`config.mk`:
```
export PLATFORM = sky130hd
export DESIGN_NAME = form_url_encoder
export DESIGN_NICKNAME = d
export VERILOG_FILES = /design/src/rtl/fue_pkg.sv /design/src/rtl/fue_front.sv /design/src/rtl/fue_queue.sv /design/src/rtl/fue_back.sv /design/src/rtl/form_url_encoder.sv
export SDC_FILE = /design/constraint.sdc
export NUM_CORES = 1
export LEC_CHECK = 0
export ABC_CLOCK_PERIOD_IN_PS = 3500
export BUFFER_PORTS_ARGS = -buffer_cell sky130_fd_sc_hd__buf_4
export CORE_UTILIZATION = 60
export CTS_CLUSTER_DIAMETER = 200
export DETAILED_ROUTE_END_ITERATION = 10
export PLACE_DENSITY = 0.82
export SLEW_MARGIN = 20
export SYNTH_ARGS = -nofsm -noshare
export SYNTH_HDL_FRONTEND = slang
export SYNTH_SLANG_ARGS = --single-unit
export TNS_END_PERCENT = 100
```
`constraint.sdc`:
```
create_clock -name clk_i -period 3.5 [get_ports clk_i]
set_input_delay 0.35 -clock clk_i [delete_from_list [all_inputs] [get_ports clk_i]]
set_output_delay 0.35 -clock clk_i [all_outputs]
set_load 0.005 [all_outputs]
```
`src/rtl/fue_pkg.sv`:
```
// ----------------------------------------------------------------------------
// fue_pkg
// Types, codes and helpers shared by the form URL encoder modules.
// ----------------------------------------------------------------------------
package fue_pkg;

  localparam int unsigned QUEUE_DEPTH = 2;

  typedef enum logic [1:0] {
    ACT_DATA      = 2'd0,
    ACT_END_NAME  = 2'd1,
    ACT_END_VALUE = 2'd2,
    ACT_END_FORM  = 2'd3
  } action_e;

  // A plain kind emits one byte; a percent kind emits '%' and two hex digits.
  typedef enum logic {
    KIND_PLAIN = 1'b0,
    KIND_PCT   = 1'b1
  } kind_e;

  typedef struct packed {
    logic       amp;
    kind_e      kind;
    logic [7:0] value;
  } desc_t;

  localparam logic [7:0] CH_DOT     = 8'h2E;
  localparam logic [7:0] CH_DASH    = 8'h2D;
  localparam logic [7:0] CH_UNDER   = 8'h5F;
  localparam logic [7:0] CH_SPACE   = 8'h20;
  localparam logic [7:0] CH_PLUS    = 8'h2B;
  localparam logic [7:0] CH_PERCENT = 8'h25;
  localparam logic [7:0] CH_EQUALS  = 8'h3D;
  localparam logic [7:0] CH_AMP     = 8'h26;

  function automatic logic [7:0] hex_digit(input logic [3:0] nib);
    logic [7:0] r;
    if (nib < 4'd10) begin
      r = 8'h30 + {4'd0, nib};
    end else begin
      r = 8'h37 + {4'd0, nib};
    end
    return r;
  endfunction

  function automatic logic passes_plain(input logic [7:0] c);
    logic r;
    r = (c == CH_DOT) || (c == CH_DASH) || (c == CH_UNDER) ||
        (c >= 8'h30 && c <= 8'h39) || (c >= 8'h41 && c <= 8'h5A) ||
        (c >= 8'h61 && c <= 8'h7A);
    return r;
  endfunction

endpackage

```
`src/rtl/fue_front.sv`:
```
// ----------------------------------------------------------------------------
// fue_front
// Accepts form items, tracks the pending '&' and classifies each data byte
// and end of name into an output descriptor for the back end.
// ----------------------------------------------------------------------------
module fue_front (
  input  logic           clk_i,
  input  logic           rst_ni,
  input  logic           in_valid_i,
  output logic           in_ready_o,
  input  logic [1:0]     action_i,
  input  logic [7:0]     data_byte_i,
  input  logic           q_full_i,
  output logic           push_o,
  output fue_pkg::desc_t push_desc_o
);

  logic amp_pending_q, amp_pending_d;
  logic accept;

  assign in_ready_o = !q_full_i;
  assign accept     = in_valid_i && in_ready_o;

  always_comb begin
    amp_pending_d    = amp_pending_q;
    push_o           = 1'b0;
    push_desc_o.amp  = amp_pending_q;
    push_desc_o.kind = fue_pkg::KIND_PLAIN;
    push_desc_o.value = data_byte_i;
    unique case (fue_pkg::action_e'(action_i))
      fue_pkg::ACT_DATA: begin
        push_o = accept;
        if (data_byte_i == fue_pkg::CH_SPACE) begin
          push_desc_o.value = fue_pkg::CH_PLUS;
        end else if (!fue_pkg::passes_plain(data_byte_i)) begin
          push_desc_o.kind = fue_pkg::KIND_PCT;
        end
        if (accept) begin
          amp_pending_d = 1'b0;
        end
      end
      fue_pkg::ACT_END_NAME: begin
        push_o            = accept;
        push_desc_o.value = fue_pkg::CH_EQUALS;
        if (accept) begin
          amp_pending_d = 1'b0;
        end
      end
      fue_pkg::ACT_END_VALUE: begin
        if (accept) begin
          amp_pending_d = 1'b1;
        end
      end
      fue_pkg::ACT_END_FORM: begin
        if (accept) begin
          amp_pending_d = 1'b0;
        end
      end
      default: begin
        amp_pending_d = amp_pending_q;
      end
    endcase
  end

  always_ff @(posedge clk_i or negedge rst_ni) begin
    if (!rst_ni) begin
      amp_pending_q <= 1'b0;
    end else begin
      amp_pending_q <= amp_pending_d;
    end
  end

endmodule

```
`src/rtl/fue_queue.sv`:
```
// ----------------------------------------------------------------------------
// fue_queue
// Small descriptor queue in flip-flops between the front and back ends.
// ----------------------------------------------------------------------------
module fue_queue #(
  parameter int unsigned DEPTH = fue_pkg::QUEUE_DEPTH
) (
  input  logic           clk_i,
  input  logic           rst_ni,
  input  logic           push_i,
  input  fue_pkg::desc_t push_desc_i,
  output logic           full_o,
  input  logic           pop_i,
  output logic           valid_o,
  output fue_pkg::desc_t head_o
);

  localparam int unsigned PTR_W = (DEPTH > 1) ? $clog2(DEPTH) : 1;
  localparam int unsigned CNT_W = $clog2(DEPTH + 1);
  localparam logic [PTR_W-1:0] LAST_PTR = PTR_W'(DEPTH - 1);

  fue_pkg::desc_t       slots_q [DEPTH];
  logic [PTR_W-1:0]     wr_ptr_q, wr_ptr_d, rd_ptr_q, rd_ptr_d;
  logic [CNT_W-1:0]     count_q, count_d;
  logic                 do_push, do_pop;

  assign full_o  = (count_q == CNT_W'(DEPTH));
  assign valid_o = (count_q != '0);
  assign head_o  = slots_q[rd_ptr_q];
  assign do_push = push_i && !full_o;
  assign do_pop  = pop_i && valid_o;

  always_comb begin
    wr_ptr_d = wr_ptr_q;
    rd_ptr_d = rd_ptr_q;
    count_d  = count_q;
    if (do_push) begin
      wr_ptr_d = (wr_ptr_q == LAST_PTR) ? '0 : wr_ptr_q + 1'b1;
    end
    if (do_pop) begin
      rd_ptr_d = (rd_ptr_q == LAST_PTR) ? '0 : rd_ptr_q + 1'b1;
    end
    if (do_push && !do_pop) begin
      count_d = count_q + 1'b1;
    end else if (do_pop && !do_push) begin
      count_d = count_q - 1'b1;
    end
  end

  always_ff @(posedge clk_i or negedge rst_ni) begin
    if (!rst_ni) begin
      wr_ptr_q <= '0;
      rd_ptr_q <= '0;
      count_q  <= '0;
    end else begin
      wr_ptr_q <= wr_ptr_d;
      rd_ptr_q <= rd_ptr_d;
      count_q  <= count_d;
    end
  end

  always_ff @(posedge clk_i) begin
    if (do_push) begin
      slots_q[wr_ptr_q] <= push_desc_i;
    end
  end

endmodule

```
`src/rtl/fue_back.sv`:
```
// ----------------------------------------------------------------------------
// fue_back
// Holds one descriptor and serialises its bytes, one per cycle unless stalled.
// ----------------------------------------------------------------------------
module fue_back (
  input  logic           clk_i,
  input  logic           rst_ni,
  input  logic           q_valid_i,
  input  fue_pkg::desc_t q_head_i,
  output logic           pop_o,
  output logic           out_valid_o,
  input  logic           out_ready_i,
  output logic [7:0]     out_byte_o,
  output logic           last_of_run_o
);

  logic           cur_valid_q, cur_valid_d;
  fue_pkg::desc_t cur_q;
  logic [1:0]     phase_q, phase_d;
  logic [1:0]     last_idx;
  logic [1:0]     body_idx;
  logic           at_last;
  logic           advance;

  // The last index is the '&' prefix (if any) plus the body length less one.
  assign last_idx = {1'b0, cur_q.amp} + ((cur_q.kind == fue_pkg::KIND_PCT) ? 2'd2 : 2'd0);
  assign body_idx = phase_q - {1'b0, cur_q.amp};
  assign at_last  = (phase_q == last_idx);
  assign advance  = cur_valid_q && out_ready_i;

  assign out_valid_o   = cur_valid_q;
  assign last_of_run_o = at_last;

  always_comb begin
    if (cur_q.amp && phase_q == 2'd0) begin
      out_byte_o = fue_pkg::CH_AMP;
    end else if (cur_q.kind == fue_pkg::KIND_PLAIN) begin
      out_byte_o = cur_q.value;
    end else begin
      unique case (body_idx)
        2'd0:    out_byte_o = fue_pkg::CH_PERCENT;
        2'd1:    out_byte_o = fue_pkg::hex_digit(cur_q.value[7:4]);
        default: out_byte_o = fue_pkg::hex_digit(cur_q.value[3:0]);
      endcase
    end
  end

  // A new descriptor is loaded when the slot is empty or its final byte leaves.
  assign pop_o = q_valid_i && (!cur_valid_q || (advance && at_last));

  always_comb begin
    cur_valid_d = cur_valid_q;
    phase_d     = phase_q;
    if (pop_o) begin
      cur_valid_d = 1'b1;
      phase_d     = 2'd0;
    end else if (advance) begin
      if (at_last) begin
        cur_valid_d = 1'b0;
        phase_d     = 2'd0;
      end else begin
        phase_d = phase_q + 2'd1;
      end
    end
  end

  always_ff @(posedge clk_i or negedge rst_ni) begin
    if (!rst_ni) begin
      cur_valid_q <= 1'b0;
      phase_q     <= 2'd0;
    end else begin
      cur_valid_q <= cur_valid_d;
      phase_q     <= phase_d;
    end
  end

  always_ff @(posedge clk_i) begin
    if (pop_o) begin
      cur_q <= q_head_i;
    end
  end

endmodule

```
`src/rtl/form_url_encoder.sv`:
```
// ----------------------------------------------------------------------------
// form_url_encoder
// Encodes a stream of form items as application/x-www-form-urlencoded text.
// ----------------------------------------------------------------------------
// Input channel (in_valid_i/in_ready_o) carries one item: action_i selects a
// data byte, end of name, end of value or end of form; data_byte_i is used
// for data bytes only. Output channel (out_valid_o/out_ready_i) carries one
// encoded byte per cycle while out_ready_i is high, with last_of_run_o
// marking the final byte caused by an item. End of value and end of form
// produce no output. When the back end is idle, an accepted item is first
// written to the queue and then loaded into the back end's descriptor
// register before its first byte is offered. An item yields '=' or one
// plain byte, or a '%' and two hex digits for a percent-encoded byte, with
// a pending '&' going first; all of these leave through the single output
// byte lane.
// The queue between front and back lets the next items be accepted while
// earlier bytes are still being delivered; when the receiver stalls, the
// current byte is held and intake stops once the queue is full.
// Reset clears the pending '&', the queue and the output stage.
// ----------------------------------------------------------------------------
module form_url_encoder #(
  parameter int unsigned QUEUE_DEPTH = fue_pkg::QUEUE_DEPTH
) (
  input  logic       clk_i,
  input  logic       rst_ni,
  input  logic       in_valid_i,
  output logic       in_ready_o,
  input  logic [1:0] action_i,
  input  logic [7:0] data_byte_i,
  output logic       out_valid_o,
  input  logic       out_ready_i,
  output logic [7:0] out_byte_o,
  output logic       last_of_run_o
);

  logic           q_full, q_push, q_pop, q_valid;
  fue_pkg::desc_t push_desc, head_desc;

  fue_front u_front (
    .clk_i       (clk_i),
    .rst_ni      (rst_ni),
    .in_valid_i  (in_valid_i),
    .in_ready_o  (in_ready_o),
    .action_i    (action_i),
    .data_byte_i (data_byte_i),
    .q_full_i    (q_full),
    .push_o      (q_push),
    .push_desc_o (push_desc)
  );

  fue_queue #(
    .DEPTH (QUEUE_DEPTH)
  ) u_queue (
    .clk_i       (clk_i),
    .rst_ni      (rst_ni),
    .push_i      (q_push),
    .push_desc_i (push_desc),
    .full_o      (q_full),
    .pop_i       (q_pop),
    .valid_o     (q_valid),
    .head_o      (head_desc)
  );

  fue_back u_back (
    .clk_i         (clk_i),
    .rst_ni        (rst_ni),
    .q_valid_i     (q_valid),
    .q_head_i      (head_desc),
    .pop_o         (q_pop),
    .out_valid_o   (out_valid_o),
    .out_ready_i   (out_ready_i),
    .out_byte_o    (out_byte_o),
    .last_of_run_o (last_of_run_o)
  );

endmodule

```
==> run_results.csv <==
group,metric,value,unit
power,power_density,788,mW/mm2
route,firstDrtPassIters,4,
logic_synthesis,synth_seq_cells,38,
global_route,grt_usage,23.3,%
clock_network,clk_pin_slew,0.11,ns
die,core_area,0.00310,mm2
placement,port_buffers,24,
logic_synthesis,synth_ff_type,"edfxtp_1",
cells_and_area,diodes,0,
clock_network,cts_buffer_depth,2,
die,die_x,59.5,um
logic_synthesis,yosysUniqueCellTypes,45,
sta,slew_viol_final,0,
route,wl_per_cell,14.1,um
run_status,status,"finished, final reports clean",
critical_path,cp_slowest_cell,"xor2_1",
sta,holdWs,0.278,ns
logic_synthesis,postSynth.asyncResetShare,21.1,%
logic_synthesis,seq_area_frac_synth,55.6,%
clock_network,cts.sinks,38,
sta,hold_violations,0,
cells_and_area,multiInputGateArea,822,um2
sta,fmax,0.381,GHz
sta,grt_setup_unrepaired,"no",
placement,hpwlAfterDp,2560,um
cells_and_area,fin_cells,249,
logic_synthesis,synth-edff-count,30,
critical_path,cpPeakStageDelay,0.46,ns
critical_path,cp.required,3.15,ns
logic_synthesis,synth_top_cell_area_share,45.5,%
cells_and_area,syn2layout_area_growth,18.1,%
logic_synthesis,synth_top_area_cell,"edfxtp_1",
critical_path,cp_max_fo,7,
cells_and_area,final_nets,223,
route,vias_per_cell,5.62,
sta,worst_pin_slew,0.639,ns
logic_synthesis,syn_nets,192,
placement,placed_cells_incl_taps,240,
sta,fin_crit_sh,75.1,%
clock_network,cts_made_buffers,5,
logic_synthesis,synthCells,173,
placement,gp_congestion,0.895,
power,p_leak,0.000920,uW
global_route,grt_pass1_wl,5840,um
route,ant_nets,0,
clock_network,ctsHoldBuffers,1,
clock_network,post-cts-setup-buffers,0,
logic_synthesis,synth_common_cells,"edfxtp_1, nand2_1, a21oi_1, inv_1, mux2_2",
critical_path,critPathKind,"reg2out",
logic_synthesis,synthTopCellsByArea,"edfxtp_1, dfrtp_1, mux2_2",
global_route,antenna_found_initial,0,
die,rows,20,
clock_network,root_buffer,"clkbuf_4",
logic_synthesis,syn_area_per_cell,11.4,um2
global_route,overflow,0,
power,irDropWorstVdd,0.000464,V
cells_and_area,fillers,243,
route,drcViolationCount,0,
die,dieArea,0.00353,mm2
die,die_height,59.5,um
global_route,grt_max_degree,13,
logic_synthesis,yosys.cell_count.top_type,"edfxtp_1",
route,vias,1400,
sta,setup_viol,0,
sta,tns,0,ns
die,ios,25,
critical_path,crit_chain,"inv_1 -> ha_1 -> xor2_1 -> nor2_1 -> o2bb2ai_1 -> a221o_1 -> buf_4",
clock_network,htreeDepth,2,
clock_network,insertion_delay,0.34,ns
sta,final_period_minus_worst_setup_slack,2.63,ns
logic_synthesis,synthesis.area,0.00198,mm2
clock_network,cts_tree,"built",
sta,finClkSkew,0.0122,ns
die,start_util,63.8,%
cells_and_area,register_area,0.00110,mm2
worst_hold_path,hold_path.class,"in2reg",
clock_network,postCtsResizedCells,0,
critical_path,crit_path_end_kind,"output port",
job,cap_viol_max_count,0,
route,drt_iter0_markers,166,
sta,slew_headroom,56.3,%
logic_synthesis,yosysWarningCount,0,
critical_path,start_kind,"flop",
critical_path,worstPathArrival,2.28,ns
route,drt-total-wl,3520,um
cells_and_area,drive_gt1_share,21.5,%
global_route,grt_pass1_vias,1306,
-- cell type report --
class	count	share of cell area (%)
clock buffers	6	2.19
clock inverters	2	2.57
inverters	12	1.93
multi-input cells	120	35.1
flip-flops and latches	38	47.1
well taps	44	2.35
repair buffers	27	8.77
-- critical path, delay by kind of cell, from the launching register on --
| family | cells | cell delay (ns) |
|---|---|---|
| flip-flops | 1 | 0.42 |
| AND/OR/NAND/NOR | 1 | 0.18 |
| XOR/XNOR | 1 | 0.46 |
| AO/OA/AOI/OAI | 2 | 0.45 |
| buffers and inverters | 2 | 0.23 |
| adder cells (fa/ha/maj) | 1 | 0.21 |
-- registers in the layout, indices dropped and copies added (netlist names) --
register / cells
u_queue.count_q: 2
u_front.amp_pending_q: 1
u_back.out_valid_o: 1
u_back.phase_q: 2
u_queue.wr_ptr_q: 1
u_back.cur_q: 10
u_queue.slots_q: 20
u_queue.rd_ptr_q: 1
-- per-layer routing --
layer	vias up	GRT usage, %	part of all wire (%)
met4	0	9.86	1.8
met2	43	40.3	52
met1	647	27.4	42
li1	703	-	-
met5	-	0	0
met3	7	6.11	4.0
-- metrics by stage --
step                utilization, %  setup WS, ns  power (uW)  cell area (um2)
global route                  75.4         0.750        1960             2340
finish                        75.4         0.872        1840             2340
detailed placement            71.5          1.25        1470             2220
global placement              71.5          1.39        1430             2220
floorplan                        -          1.18        1210             1980
CTS                           75.4         0.872        1850             2340
-- kinds of logic after synthesis --
group                    share of synthesized area, %
AND/OR/NAND/NOR                                  14.9
AO/OA/AOI/OAI                                    12.3
XOR/XNOR                                         3.98
multiplexers                                     7.20
adder cells (fa/ha/maj)                          3.16
buffers and inverters                            2.91
flip-flops                                       55.6
-- layout by cell type, fill, tap and decap left out, types with 2 or more instances in the layout --
cell,instances
edfxtp_1,30
buf_4,26
nand2_1,14
a21oi_1,12
inv_1,12
mux2_2,10
nor2_1,9
o21ai_0,9
dfrtp_1,8
nand2b_1,7
xor2_1,5
ha_1,5
clkbuf_4,5
xnor2_1,4
and2_1,4
nor3_1,3
nor2b_1,3
mux2i_1,3
nand3_1,2
nand4_1,2
o21ai_1,2
or2_1,2
nand4b_1,2
bufinv_16,2
-- report_power, final --
group / internal (uW) / leakage (uW) / switching, uW
Sequential: 629 / 0.000368 / 119
Combinational: 365 / 0.000494 / 355
Clock: 242 / 0.0000585 / 134
-- worst paths after layout --
| path | from | endpoint | slack, ns | depth (start not counted) |
|---|---|---|---|---|
| max | u_back.phase_q[0] | out_byte_o[1] | 0.87 | 7 |
| min in group asynchronous | rst_ni | u_queue.wr_ptr_q | 0.38 | 2 |
| min | action_i[0] | u_front.amp_pending_q | 0.28 | 4 |
| max reg2reg | u_back.cur_q[8] | u_queue.count_q[1] | 1.34 | 8 |
| max in group asynchronous | rst_ni | u_back.phase_q[1] | 2.98 | 2 |
| min reg2reg | u_queue.wr_ptr_q | u_queue.wr_ptr_q | 0.49 | 1 |
(Power assumes the default switching activity.)
